===== config.mk =====
export PLATFORM = sky130hd
export DESIGN_NAME = button_press_classifier_core
export DESIGN_NICKNAME = d
export VERILOG_FILES = /design/src/rtl/bpc_pkg.sv /design/src/rtl/bpc_classify.sv /design/src/rtl/button_press_classifier_core.sv
export SDC_FILE = /design/constraint.sdc
export NUM_CORES = 1
export LEC_CHECK = 0
export BUFFER_PORTS_ARGS = -buffer_cell sky130_fd_sc_hd__buf_2
export CORE_ASPECT_RATIO = 1.1
export CORE_MARGIN = 5
export CORE_UTILIZATION = 59
export CTS_BUF_LIST = sky130_fd_sc_hd__clkbuf_4 sky130_fd_sc_hd__clkbuf_8
export CTS_CLUSTER_SIZE = 10
export DETAILED_ROUTE_END_ITERATION = 6
export GPL_TIMING_DRIVEN = 0
export PLACE_DENSITY = 0.79
export SKIP_LAST_GASP = 1
export SLEW_MARGIN = 20
export SYNTH_ARGS = -nofsm -noshare
export SYNTH_HDL_FRONTEND = slang
export SYNTH_SLANG_ARGS = --single-unit

===== constraint.sdc =====
create_clock -name clk -period 18.3 [get_ports clk]
set_input_delay 2.745 -clock clk [delete_from_list [all_inputs] [get_ports clk]]
set_output_delay 2.745 -clock clk [all_outputs]
set_load 0.03 [all_outputs]

===== src/rtl/bpc_pkg.sv =====
// shared types and constants for the button press classifier
`timescale 1ns / 1ps
`default_nettype none

package bpc_pkg;

  localparam int TimeW  = 32;
  localparam int CfgW   = 16;
  localparam int CfgIdxW = 2;

  typedef enum logic [CfgIdxW-1:0] {
    CFG_DEBOUNCE = 2'd0,
    CFG_LONG     = 2'd1,
    CFG_DOUBLE   = 2'd2,
    CFG_UNUSED   = 2'd3
  } cfg_idx_t;

  typedef enum logic [1:0] {
    CLS_NONE   = 2'd0,
    CLS_SHORT  = 2'd1,
    CLS_LONG   = 2'd2,
    CLS_DOUBLE = 2'd3
  } press_class_t;

  typedef struct packed {
    logic             prev_level;
    logic [TimeW-1:0] change_time;
    logic [TimeW-1:0] press_start;
    logic [TimeW-1:0] release_time;
    logic             held;
    logic             double_armed;
    press_class_t     cur_class;
  } bpc_state_t;

  typedef struct packed {
    logic [CfgW-1:0] debounce_ms;
    logic [CfgW-1:0] long_press_ms;
    logic [CfgW-1:0] double_press_ms;
  } bpc_cfg_t;

  localparam bpc_state_t StateReset = '{
    prev_level:   1'b1,
    change_time:  '0,
    press_start:  '0,
    release_time: '0,
    held:         1'b0,
    double_armed: 1'b0,
    cur_class:    CLS_NONE
  };

  localparam bpc_cfg_t CfgReset = '{
    debounce_ms:     16'd50,
    long_press_ms:   16'd1000,
    double_press_ms: 16'd300
  };

endpackage

`default_nettype wire


===== src/rtl/bpc_classify.sv =====
// next-state logic: debounce, press timing and class update for one sample
`timescale 1ns / 1ps
`default_nettype none

module bpc_classify (
  input  wire logic                      level,
  input  wire logic [bpc_pkg::TimeW-1:0] now_ms,
  input  wire bpc_pkg::bpc_cfg_t         cfg,
  input  wire bpc_pkg::bpc_state_t       st,
  output bpc_pkg::bpc_state_t            st_nxt
);
  import bpc_pkg::*;

  logic [TimeW-1:0] chg_time;
  logic [TimeW-1:0] since_chg;
  logic [TimeW-1:0] since_press;
  logic [TimeW-1:0] since_rel;
  logic             stable;
  logic             rel_set;
  bpc_state_t       s;

  assign chg_time    = (level != st.prev_level) ? now_ms : st.change_time;
  assign since_chg   = now_ms - chg_time;
  assign since_press = now_ms - st.press_start;
  assign since_rel   = now_ms - st.release_time;
  assign stable      = since_chg > {{(TimeW-CfgW){1'b0}}, cfg.debounce_ms};

  always_comb begin
    s             = st;
    s.prev_level  = level;
    s.change_time = chg_time;
    rel_set       = 1'b0;
    if (stable) begin
      if (!level) begin
        if (!st.held) begin
          s.press_start = now_ms;
          s.held        = 1'b1;
          s.cur_class   = CLS_NONE;
        end else if (since_press > {{(TimeW-CfgW){1'b0}}, cfg.long_press_ms} &&
                     st.cur_class == CLS_NONE) begin
          s.cur_class = CLS_LONG;
        end
      end else if (st.held) begin
        if (st.cur_class == CLS_NONE) begin
          if (st.double_armed &&
              since_rel < {{(TimeW-CfgW){1'b0}}, cfg.double_press_ms}) begin
            s.cur_class    = CLS_DOUBLE;
            s.double_armed = 1'b0;
          end else begin
            s.cur_class    = CLS_SHORT;
            s.release_time = now_ms;
            s.double_armed = 1'b1;
            rel_set        = 1'b1;
          end
        end
        s.held = 1'b0;
      end
    end
    // a release stamped this sample has zero age, so it cannot expire yet
    if (s.double_armed && !rel_set &&
        since_rel > {{(TimeW-CfgW){1'b0}}, cfg.double_press_ms}) begin
      s.double_armed = 1'b0;
    end
    st_nxt = s;
  end

endmodule

`default_nettype wire


===== src/rtl/button_press_classifier_core.sv =====
// top level: config registers, classifier state and result register
// the class of an accepted request is registered when it is accepted and is on the output from the next cycle
// throughput: one request per cycle unless a result is stalled, the state update is a single pass through bpc_classify
// in_ready stays high unless a result is waiting and out_ready is low
// reset (rst_n low, synchronous): state to released / none, config to 50 / 1000 / 300 ms
`timescale 1ns / 1ps
`default_nettype none

module button_press_classifier_core (
  input  wire logic                        clk,
  input  wire logic                        rst_n,
  input  wire logic                        in_valid,
  output      logic                        in_ready,
  input  wire logic                        in_switch_level,
  input  wire logic [bpc_pkg::TimeW-1:0]   in_now_ms,
  output      logic                        out_valid,
  input  wire logic                        out_ready,
  output      logic [1:0]                  out_press_class,
  input  wire logic                        cfg_valid,
  output      logic                        cfg_ready,
  input  wire logic [bpc_pkg::CfgIdxW-1:0] cfg_index,
  input  wire logic [bpc_pkg::CfgW-1:0]    cfg_data
);
  import bpc_pkg::*;

  bpc_cfg_t   cfg_r;
  bpc_state_t st_r;
  bpc_state_t st_nxt;
  logic       out_valid_r;
  logic [1:0] out_class_r;
  logic       in_acc;

  assign cfg_ready = 1'b1;
  assign in_ready  = !out_valid_r || out_ready;
  assign in_acc    = in_valid && in_ready;
  assign out_valid = out_valid_r;
  assign out_press_class = out_class_r;

  always_ff @(posedge clk) begin
    if (!rst_n) begin
      cfg_r <= CfgReset;
    end else if (cfg_valid) begin
      unique case (cfg_idx_t'(cfg_index))
        CFG_DEBOUNCE: cfg_r.debounce_ms     <= cfg_data;
        CFG_LONG:     cfg_r.long_press_ms   <= cfg_data;
        CFG_DOUBLE:   cfg_r.double_press_ms <= cfg_data;
        default: ;
      endcase
    end
  end

  bpc_classify u_classify (
    .level  (in_switch_level),
    .now_ms (in_now_ms),
    .cfg    (cfg_r),
    .st     (st_r),
    .st_nxt (st_nxt)
  );

  always_ff @(posedge clk) begin
    if (!rst_n) begin
      st_r        <= StateReset;
      out_valid_r <= 1'b0;
    end else begin
      if (in_acc) begin
        st_r <= st_nxt;
      end
      if (in_acc) begin
        out_valid_r <= 1'b1;
      end else if (out_ready) begin
        out_valid_r <= 1'b0;
      end
    end
  end

  always_ff @(posedge clk) begin
    if (in_acc) begin
      out_class_r <= st_nxt.cur_class;
    end
  end

endmodule

`default_nettype wire


==> summary.md, run 1 <==
| Metric | Value |
|---|---|
| Clock transition at path regs | approximately 0.10 ns |
| Design area | 0.0144 mm² |
| Post-DP HPWL | just over 30000 µm |
| Gr ovfl total | 0 |
| IO buf count | 57 |
| Fin nets | approximately 2000 |
| Initial antenna violation count | 1 |
| Clock Latency Late Sink | between 0.4 and 0.5 ns |
| Max frequency | approximately 100 MHz |
| Register area share after synthesis | 0.229 |
| Postcts setup bufs | 0 |
| Max FO, Critical Path | 10 |
| DIE AREA | ~0.026 mm² |
| Antenna viol nets, final | 0 |
| Skew final | 0.0243 ns |
| Final core occ | 0.649 |
| R2R setup slack | about 11 ns |
| Top Ports | a little over 60 |
| Cts-stage hold buffer count | 0 |
| Leak Pwr | between 5 and 6 nW |
| P per Cell Area | around 70 mW/mm² |
| Initial drt markers | slightly below 900 |
| Total negative setup slack | 0 ns |
| Clock root buffer | clkbuf_8 |
| Worst r2r path cells | 24 |
| Gpl congestion | 0.993 |
| CP Launch Type | primary input |
| DRC errors left | 0 |
| Seq cells post-synth | 152 |
| Fin. Hold Viols | 0 |
| Required time at the worst-slack endpoint | 18.66 ns |
| Primary FF master, synth | dfxtp_1 |
| Number of max-cap violations | 0 |
| Synth warn | 0 |
| Vias in the first global route | ~12000 |
| Largest net degree at the start of global routing | 17 |
| Min Tclk post-route | about 9.6 ns |
| Post-synth cell types | 91 |
| Layout area overhead | 7.92% |
| Total CTS buffers | 17 |
| Placed Area | between 0.01 and 0.015 mm² |
| Post-synth EDFFs | 2 |
| CTS H-tree depth | 4 |
| Die H | roughly 170 µm |
| RR Endpoint | st_r[44]$_SDFFE_PN0P_ |
| Peak supply drop | 0.0523 mV |
| Synth Instances | approximately 1700 |
| Tot GR Track Use | 0.281 |
| Commonest cells after routing, fill and taps aside | nand2_1 (283), dfxtp_1 (150), ha_1 (139) |
| Area of the core | 0.0223 mm² |
| CTS Buffer Depth | 2 |
| Most common cell after layout, fill and taps aside | nand2_1 |
| Crit path kind | primary input to flop |
| Final WS setup | 8.70 ns |
| Initial Util | 0.601 |
| Final Slew Violations | 0 |
| Syn nets | roughly 1900 |
| Proportion of layout cells with a drive suffix above 1 | 0.0708 |
| Hold Path Class | flop to flop |
| Final Cycle Share | 0.525 |
| Post-CTS sizing | 0 |
| Worst setup EP type | flop |
| Num rows | 57 |
| # setup viols final | 0 |
| Post-synthesis cell area | about 0.013 mm² |
| Hold Crit Start | st_r[7]$_SDFFE_PN0P_ |
| RR Startpoint | st_r[100]$_SDFFE_PN1P_ |
| CTS tree | yes |
| RSZ-0062 raised after global routing | no |
| Async S/R FF share, synth | 0 |
| Wire per inst | roughly 18 µm |
| Die Wd | approximately 150 µm |
| Post-Place Worst Slack | approximately 8.3 ns |
| Syn Area/Cell | 7.72 µm² |
| Status | complete, no violations |
| Worst Tran Pin Value | 1.09 ns |
| Critical path arrival | between 9 and 10 ns |
| Via count | about 13000 |
| Vias/cell | 6.07 |
| Post-Route WL | 37700 µm |
| Hold depth | 2 |
| Relative slew slack | 0.270 |
| Clk sinks | approximately 150 |
| Hold EP | st_r[7]$_SDFFE_PN0P_ |
| First-pass GRT wire length | ~60000 µm |
| Pre-antenna DRT Iters | 5 |
-- cell usage after synthesis, drive strengths merged, types with 26 or more instances --
library cell | count | area [µm²]
nor3 | 28 | 145
nor2 | 79 | 299
a21o | 39 | 293
nand4 | 34 | 213
xnor2 | 35 | 307
o211a | 27 | 270
a21boi | 49 | 368
nor2b | 48 | 300
nand2 | 283 | 1060
mux2i | 103 | 1030
o21ai | 62 | 310
o211ai | 26 | 200
clkbuf | 60 | 225
ha | 139 | 1740
nand3 | 35 | 180
inv | 139 | 522
a21oi | 111 | 567
dfxtp | 150 | 3000
-- metal layers --
metal / share of wire / vias up / wire (µm) / GRT usage
li1: - / 6354 / - / -
met1: 0.42 / 5985 / 16000 / 0.361
met2: 0.47 / 437 / 17700 / 0.481
met3: 0.069 / 87 / 2600 / 0.0388
met4: 0.038 / 0 / 1420 / 0.106
met5: 0 / - / 0 / 0
-- cells by family after synthesis --
family | after synthesis | share of synthesized area
simple gates | 609 | 0.221
compound gates | 448 | 0.234
buf+inv | 217 | 0.0644
flops | 152 | 0.229
fa+ha+maj | 143 | 0.135
mux | 105 | 0.0787
xor+xnor | 58 | 0.0380
other cells | 1 | 0.000280
-- worst max-delay path, stage by stage --
cell	delay (ns)
buf_2	0.12
xnor2_1	0.43
clkbuf_1	0.68
buf_1	0.61
mux2i_1	0.21
ha_1	0.43
nand2_1	0.17
nor3_1	0.31
o21ai_0	0.28
nand2_1	0.15
xor2_1	0.27
ha_1	0.32
nand4_1	0.14
nor4_1	0.09
a21boi_0	0.13
o41a_1	0.50
a2111oi_0	0.49
nor4bb_1	0.36
nand4_1	0.20
nor4_4	0.50
nor4_1	0.10
buf_2	0.21
buf_4	0.22
mux2i_1	0.19
nor2b_1	0.07
-- stage by stage --
| step | std cells | hold slack (ns) | power [mW] |
|---|---|---|---|
| floorplan | 1733 | 0.435 | 0.667 |
| global placement | 2085 | 0.442 | 0.765 |
| detailed placement | 2085 | 0.450 | 0.776 |
| CTS | 2117 | 0.462 | 1.04 |
| global route | 2118 | 0.483 | 1.10 |
| finish | 2119 | 0.463 | 1.04 |
-- worst max path at each step --
| stage | start | to | slack, ns | depth (start not counted) |
|---|---|---|---|---|
| 2_1_floorplan | in_switch_level | st_r[37]$_SDFFE_PN0P_ | 10.17 | 24 |
| 3_3_place_gp | in_switch_level | st_r[37]$_SDFFE_PN0P_ | 8.51 | 25 |
| 3_5_place_dp | in_switch_level | st_r[55]$_SDFFE_PN0P_ | 8.30 | 25 |
| 4_1_cts | in_switch_level | st_r[44]$_SDFFE_PN0P_ | 8.75 | 25 |
| 5_1_grt | in_switch_level | st_r[44]$_SDFFE_PN0P_ | 8.28 | 25 |
| 6_report | in_switch_level | st_r[44]$_SDFFE_PN0P_ | 8.70 | 25 |
-- state kept, by name, indices dropped and copies added (netlist names) --
register and count:
out_press_class 2, out_valid 1, cfg_r 48, st_r 101
-- layout make-up --
cell class                      instances  area (µm²)
Fill cell                            1991        7810
Clock inverter                         14         159
Timing Repair Buffer                   57         285
Inverter                              139         522
Antenna cell                            2        5.00
Sequential cell                       152        3060
Tap cell                              295         369
Buffer                                 78         340
Multi-Input combinational cell       1364        9460
Clock buffer                           18         241
-- power by group --
group          internal (mW)  total (mW)  switching, mW
clock                  0.115       0.263          0.148
sequential             0.347       0.355        0.00791
combinational          0.163       0.421          0.259
total                  0.624        1.04          0.414
Power figures use the tool's default switching activity.
==> run 2, diff against run 1 <==
Settings changed: ABC_AREA set to 1.
Clock period 18.3 ns to 8.93 ns, I/O delays scaled along.
==> run 2 against run 1 <==
Effect of this change: global-route usage grew 5.7 points; clock power grew 120%; critical path depth grew 6; largest cell class unchanged.
==> summary.md, run 2 <==
| Metric | Value |
|---|---|
| Status | complete, no violations |
| Seq cells post-synth | about 150 |
| Die Wd | around 160 µm |
| Synth warn | 0 |
| RSZ-0062 raised after global routing | no |
| Vias/cell | ~5.7 |
| Vias in the first global route | between 10000 and 15000 |
| Post-Route WL | 44900 µm |
| P per Cell Area | ~150 mW/mm² |
| Top Ports | 61 |
| DIE AREA | 0.0265 mm² |
| Skew final | slightly below 0.03 ns |
| Gr ovfl total | 0 |
| Worst path buffer plus inverter count | 8 |
| # diodes | 0 |
| Crit-path max cell delay | 0.64 ns |
| Cts-stage hold buffer count | 0 |
| Layout area overhead | 7.89% |
| Num rows | 58 |
| Post-Place Worst Slack | around 2.2 ns |
| Largest cells by area after synthesis | dfxtp_1 (22%), nand2_1 (16%), ha_1 (13%) |
| IO buf count | 58 |
| Via count | between 10000 and 15000 |
| Initial Util | 0.601 |
| Clock transition at path regs | roughly 0.090 ns |
| Hold Path Class | flop to flop |
| Area of the core | around 0.023 mm² |
| Fin. Hold Viols | 0 |
| Area leader, netlist | dfxtp_1 |
| Min Tclk post-route | 6.33 ns |
| Most common cell after layout, fill and taps aside | nand2_1 |
| Synth top area share | 0.218 |
| Setup crit start | in_switch_level |
| Total CTS buffers | 17 |
| CTS H-tree depth | 4 |
| Largest net degree at the start of global routing | 17 |
| Combinational share of power | 0.408 |
| # fillers | approximately 2300 |
| Number of max-cap violations | 0 |
| Sequential power share | 0.330 |
| Leak Pwr | about 7.4 nW |
| CTS tree | yes |
| Pre-antenna DRT Iters | 7 |
| Tot GR Track Use | 0.338 |
| Die H | 170 µm |
| CP Launch Type | primary input |
| Async S/R FF share, synth | 0 |
| Clk sinks | 152 |
| Final Slew Violations | 0 |
| Syn Area/Cell | slightly above 6 µm² |
| Total negative setup slack | 0 ns |
| Synth Instances | roughly 2200 |
| Post-DP HPWL | between 30000 and 40000 µm |
| Register area share after synthesis | 0.222 |
| Proportion of layout cells with a drive suffix above 1 | 0.0552 |
| CP top delay family | simple AND/OR/NAND/NOR gates |
| Post-CTS sizing | 0 |
| Largest register by flop count | st_r |
| Most used cell along the critical path | nand2_1 |
| Clock network fraction of total power | 0.263 |
| Max frequency | 158 MHz |
| Syn nets | approximately 2400 |
| # setup viols final | 0 |
| CTS Buffer Depth | 2 |
| Antenna viol nets, final | 0 |
| Wire per inst | between 15 and 20 µm |
| Largest register FFs | 101 |
| Primary FF master, synth | dfxtp_1 |
| Final WS setup | about 2.6 ns |
| RR Startpoint | st_r[100]$_SDFFE_PN1P_ |
| Final Cycle Share | 0.709 |
| Worst Tran Pin Value | 0.821 ns |
| Hold Crit Start | st_r[52]$_SDFFE_PN0P_ |
| Required time at the worst-slack endpoint | between 9 and 10 ns |
| Reported net switching power | between 0.9 and 1 mW |
| Commonest cells after routing, fill and taps aside | nand2_1 (589), inv_1 (340), nor2_1 (247) |
| Initial antenna violation count | 3 |
| Relative slew slack | 0.453 |
| Clock Latency Late Sink | approximately 0.49 ns |
| Commonest cells post-synth | nand2_1 (589), inv_1 (340), nor2_1 (247) |
| Crit path kind | primary input to flop |
| Hold WS | between 0.4 and 0.5 ns |
| Count leader, synth | nand2_1 |
| DRC errors left | 0 |
| Fin nets | around 2500 |
| Peak supply drop | between 0.1 and 0.15 mV |
| Post-synth cell types | 48 |
| Initial drt markers | around 1200 |
| Gpl congestion | approximately 1.0 |
| Worst setup EP type | flop |
| Postcts setup bufs | 0 |
| Critical path arrival | approximately 6.7 ns |
| Slowest CP cell | clkbuf_1 |
| First-pass GRT wire length | approximately 71000 µm |
| Post-synthesis cell area | approximately 0.014 mm² |
| Switching Fraction | 0.421 |
| Clock root buffer | clkbuf_8 |
| Max FO, Critical Path | 10 |
| Post-synth EDFFs | 2 |
| P_int | between 1 and 1.5 mW |
-- run 2: cell count changes after synthesis, moves of 47 or more --
cell / previous run / this run
a21boi_0: 49 / 2
a21oi_1: 108 / 196
inv_1: 138 / 340
mux2i_1: 103 / 25
nand2_1: 283 / 589
nand3_1: 34 / 122
nor2_1: 78 / 247
nor2b_1: 48 / 0
o21ai_0: 56 / 110
-- run 2: layout make-up --
| type | instances | area [µm²] | area share |
|---|---|---|---|
| tap | 300 | 375 | 0.0253 |
| sequential | 152 | 3060 | 0.206 |
| inverter | 347 | 1300 | 0.0876 |
| clock buffer | 18 | 241 | 0.0162 |
| timing repair buffer | 58 | 290 | 0.0195 |
| clock inverter | 14 | 180 | 0.0121 |
| buffer | 51 | 270 | 0.0182 |
| multi-input combinational | 1677 | 9140 | 0.615 |
-- run 2: cell families (layout without fill, tap and decap cells) --
logic type,Yosys count,count (layout),share of synthesized area
XOR/XNOR,52,52,0.0331
AND/OR/NAND/NOR,1054,1054,0.317
flip-flops,152,152,0.222
AO/OA/AOI/OAI,403,403,0.164
multiplexers,25,25,0.0182
other,1,1,0.000272
adder cells (fa/ha/maj),142,142,0.131
buffers and inverters,398,488,0.114
-- run 2: per-stage QoR --
stage          area (µm²)  utilization  power (mW)  std cells
2_1_floorplan       13800            -        1.38       2227
3_3_place_gp        14400        0.630        1.61       2585
3_5_place_dp        14400        0.630        1.64       2585
4_1_cts             14900        0.648        2.21       2617
5_1_grt             14900        0.648        2.37       2617
6_report            14900        0.648        2.22       2617
-- run 2: metal layers --
metal  GRT usage  routed length (µm)  up-vias
met5           0                  24        -
met2       0.623               22500      457
li1            -                   -     7422
met3      0.0498                2610      128
met4       0.157                2240        6
met1       0.382               17600     6813
-- run 2: worst reg2reg max path, delay by kind of cell (launching register included) --
kind                     cells  cell delay [ns]
multiplexers                 1             0.23
adder cells (fa/ha/maj)      2             0.63
XOR/XNOR                     1             0.30
AND/OR/NAND/NOR             18             2.47
AO/OA/AOI/OAI                1             0.08
buffers and inverters        6             1.33
flip-flops                   1             0.39
-- run 2: final timing paths --
| kind | depth (start not counted) | to | slack [ns] |
|---|---|---|---|
| setup / recovery | 31 | st_r[43]$_SDFFE_PN0P_ | 2.60 |
| hold / removal | 2 | st_r[52]$_SDFFE_PN0P_ | 0.47 |
| setup reg to reg | 29 | st_r[43]$_SDFFE_PN0P_ | 3.36 |
| hold reg to reg | 2 | st_r[52]$_SDFFE_PN0P_ | 0.47 |
-- run 2: power by group through the flow --
stage,Sequential [mW],Combinational (mW),Clock [mW]
6_report,0.733,0.907,0.584
5_1_grt,0.737,1.02,0.613
4_1_cts,0.733,0.895,0.582
3_5_place_dp,0.748,0.889,0
3_3_place_gp,0.747,0.864,0
2_1_floorplan,0.746,0.635,0
